[config.mk]
export PLATFORM = sky130hd
export DESIGN_NAME = sfbr_ram
export DESIGN_NICKNAME = d
export VERILOG_FILES = /design/src/hw/rtl/sfbr_ram.sv
export SDC_FILE = /design/constraint.sdc
export NUM_CORES = 2
export LEC_CHECK = 0
export BUFFER_PORTS_ARGS = -buffer_cell sky130_fd_sc_hd__buf_2
export CAP_MARGIN = 30
export CORE_MARGIN = 10
export CORE_UTILIZATION = 45
export CTS_CLUSTER_SIZE = 25
export DETAILED_ROUTE_END_ITERATION = 10
export PLACE_DENSITY = 0.56
export SYNTH_ARGS = -nofsm -noshare
export SYNTH_HDL_FRONTEND = slang
export SYNTH_SLANG_ARGS = --single-unit
export TNS_END_PERCENT = 5
[constraint.sdc]
create_clock -name clk -period 3.2 [get_ports clk]
set_input_delay 0.8 -clock clk [delete_from_list [all_inputs] [get_ports clk]]
set_output_delay 0.8 -clock clk [all_outputs]
set_load 0.02 [all_outputs]
[src/hw/rtl/sfbr_ram.sv]
// ----------------------------------------------------------------------------
// sfbr_ram
// Byte memory with one write port and two registered read ports.
// ----------------------------------------------------------------------------
module sfbr_ram #(
    parameter int DEPTH = 256,
    parameter int AW    = 8
) (
    input  logic          clk,
    input  logic          we,
    input  logic [AW-1:0] waddr,
    input  logic [7:0]    wdata,
    input  logic          re,
    input  logic [AW-1:0] raddr_a,
    input  logic [AW-1:0] raddr_b,
    output logic [7:0]    rdata_a,
    output logic [7:0]    rdata_b
);

    logic [7:0] mem [DEPTH];

    always_ff @(posedge clk)
    begin
        if (we)
        begin
            mem[waddr] <= wdata;
        end
        if (re)
        begin
            rdata_a <= mem[raddr_a];
            rdata_b <= mem[raddr_b];
        end
    end

endmodule

; After elaboration in Yosys (flattened, before gate mapping)
; Memory sizes are Yosys's and may differ from the RTL's. A register that Yosys moved wholly into a read port is not among the register bits.
; Cells that the tools add are included.
[word_totals]
output_inout_bits = 16
ramBits = 2048
input_bits = 35
reg_bits = 0
n_memories = 1
[memory_table]
columns = memory, words, word_bits, read_ports, rd_ports_with_merged_regs, wr, line_no
row1 = mem, 256, 8, 2, 2, 1, 20  ; logic [7:0] mem [DEPTH];
[op_classes]
n_mux = 2
[ops]
columns = op, count
row1 = 1-bit two-way mux, 2

; Longest topological paths before layout
[logic_depth]
depth_word = 2
ltp_mapped = 12

; Worst setup path before layout
; No wires, ideal clock.
[synth_timing]
kind = input to register
startpoint = input raddr_b[0]
endpoint = register rdata_b[0], read port of mem, data pin
setup_slack_ns = 0.222
required_time_ns = 2.923
n_path_buf = 3
t_arrival_ns = 2.701
stages = 9
setup_time_ns = 0.277
path_cell_list = buf_4 > buf_6 > buf_2 > mux4_2 > mux4_2 > nand2_1 > a21oi_1 > a21oi_1 > a221oi_2
[synth_lines]
columns = element, line_no
row1 = start: declaration, 15  ; input logic [AW-1:0] raddr_b,
row2 = end: declaration, 17  ; output logic [7:0] rdata_b

==> reports/metrics.cfg <==
[run_status]
status=finished, violations left
violations=negative setup slack

[critical_path]
crit_path_start_kind=input pin
cp-end-kind=register
cp.arrival_ns=3.90
crit_type=in -> reg
critPathMaxFanout=23
cp_data_required_time_ns=3.82

[detailed_routing]
dr.pass1.iters=5
initialDrtViolationCount=7766
wl_met2_mm=152
wl_per_cell_um=37.0
drt-total-wl_mm=327
wl_met3_mm=29.9
vias_per_cell=6.53
wl_met1_mm=131
routed.top_layer=met5
ant_nets=0
num_vias=57700
drt_drc_violations_left=0

[logic_synthesis]
synth_area_leader_cell=edfxtp_1
async_reset_ff_share_pct=0
avgSynthCellArea_sq_um=20.0
ys_warn_count=0
synth-main-ff-cell=edfxtp_1
netlist_instances=4847
ys_ff_latch=2064
netlist_top_cells_count=2064 x edfxtp_1, 1051 x mux4_2, 298 x nor2_1
synth.distinct_cells=64
synth-edff-count=2064
syn_area_sq_um=97100
ys_seq_area_share_pct=63.8
syn_nets=4882
post-synth-top-count-cell=edfxtp_1
synth.area.top_cells=edfxtp_1 64%, mux4_2 24%, mux2i_1 2.4%, nor2_1 1.2%, o221ai_1 0.59%
yosys.area.top_type_share_pct=63.8

[pwr]
switching_share_pct=23.6
power_frac_clock_pct=41.4
pwr-share-seq_pct=48.8
p_comb_share_pct=9.8
powerDensity_nw_per_um2=532
switchingPower_uw=14400
intPower_uw=46800
leakage_uw=0.0381
peakVddDrop_uv=609

[clock_network]
cts_tree=yes
htreeDepth=4
clk_latency_ns=0.88
cts_num_sinks=2064
numCtsBuffers=221
cts.clk_slew.worst_paths_ns=0.06
post_cts_buffers=0
cts_root_buf=clkbuf_16
clockBufferDepth=3

[place]
hpwl_mm=231
port_buffers=50
gp_congestion=0.907
post-place-ws_ns=-1.35
dp_cells=8405
post_dp_cell_area_sq_um=108000

[timing]
fmax_ghz=0.305
layout_setup_ws_ns=-0.0770
setup_violations=1
slew_headroom_pct=21.4
tightest_slew_ns=1.17
finalCriticalPeriod_ns=3.28
tns_ns=-0.0770
rsz0062_at_grt=false
fin_crit_sh_pct=102
drv_slew=0
whs_ns=0.482
final_hold_viol_count=0
final.setup_skew_ns=0.0414

[floorplan]
design.die.area_sq_um=235000
rows=170
io_pins=51
fp.dieW_um=485
die_h_um=485
core_area_sq_um=215000
start_util_pct=45.3

[hold_path]
hp-class=in -> reg

[global_routing]
overflow=0
globalRouteTotalUtil_pct=27.4
grt_pass1_vias=58100
grt_max_degree=85
antenna_found_initial=18
grt_pass1_wl_mm=457

[layout]
fill_cells=16700
layout-drive-gt1-share_pct=42.6
multi_input_area_sq_um=32600
instances_no_fill=8827
final_area_sq_um=115000
area_growth_pct=18.7
seq_area_sq_um=62000
nets=5826

[flow_run]
drv_cap=0

[area by class of cell]
cell class | count | share of cell area (%)
Antenna cell | 12 | 0.0260
Sequential cell | 2064 | 53.8
Clock inverter | 136 | 1.18
Tap cell | 2838 | 3.08
Timing Repair Buffer | 1116 | 8.68
Multi-Input combinational cell | 2382 | 28.2
Inverter | 6 | 0.0228
Clock buffer | 273 | 5.00
[routing by layer]
| metal | global-route usage (%) | up-vias |
|---|---|---|
| met3 | 5.36 | 501 |
| li1 | - | 23000 |
| met1 | 38.7 | 31100 |
| met5 | 0 | - |
| met2 | 42.7 | 3039 |
| met4 | 9.93 | 8 |
[flip-flops by register name (all words and copies together) (netlist names)]
signal,flops
rdata_a,8
rdata_b,8
mem,2048
[worst paths after layout]
check,cells past startpoint,slack (ns),start,endpoint
setup reg to reg,8,0.22,mem[85][5]$_DFFE_PP_,rdata_a[5]$_DFFE_PP_
hold reg to reg,4,1.11,mem[188][7]$_DFFE_PP_,rdata_b[7]$_DFFE_PP_
setup / recovery,12,-0.08,raddr_a[0],rdata_a[4]$_DFFE_PP_
hold / removal,1,0.48,wdata[6],mem[44][6]$_DFFE_PP_
[cell families after synthesis]
logic type | share of synthesized area, %
AO/OA/AOI/OAI | 3.53
multiplexers | 27.2
buffers and inverters | 2.73
AND/OR/NAND/NOR | 2.69
flip-flops | 63.8
[through the flow]
stage	util (%)	power, uW
after floorplan	-	33400
after detailed placement	50.4	36400
final	53.7	61300
after CTS	53.7	61600
after global routing	53.7	63000
after global placement	50.3	36400
[worst max-delay path, stage by stage]
cell,delay (ns)
buf_16,0.23
buf_16,0.24
buf_12,0.18
buf_4,0.20
mux4_2,0.53
mux4_2,0.53
nand2_2,0.20
o31ai_1,0.14
buf_4,0.20
a211oi_4,0.24
buf_4,0.22
nor4_1,0.06
[power by group through the flow]
stage / registers (uW) / logic (uW) / clock network [uW]
4_1_cts: 29900 / 5930 / 25700
2_1_floorplan: 30500 / 2950 / 0
6_report: 29900 / 5980 / 25400
5_1_grt: 29900 / 6180 / 26900
3_5_place_dp: 30500 / 5920 / 0
3_3_place_gp: 30500 / 5890 / 0
[layout by cell type, fill, tap and decap left out, drive strengths merged, types with 7 or more instances in the layout]
master,synthesis,final
clkinv,4,103
diode,0,12
o31ai,11,11
a22oi,62,62
nor2,299,299
o211ai,13,13
nor3,21,21
a21oi,79,79
inv,2,11
nor2b,27,27
mux2,38,38
o22ai,48,48
mux4,1051,1051
nand2b,11,11
a2bb2oi,9,9
nor4,7,7
nor3b,7,7
buf,258,1108
o221ai,67,67
clkbuf,137,281
mux2i,236,236
bufinv,0,20
a22o,22,22
o21ai,37,37
edfxtp,2064,2064
a221oi,37,37
nand3,52,52
a221o,10,10
nand4,13,13
clkinvlp,0,8
nand2,114,114
and2,12,12
a211oi,28,28
[repair_timing]
| item | 4_1_cts | 5_1_grt |
|---|---|---|
| gates resized for setup | 7 | 4 |
| setup endpoints to repair | 6 | 4 |
| hold buffers | 0 | 0 |
Note: power is estimated with default switching activity, not from simulation.
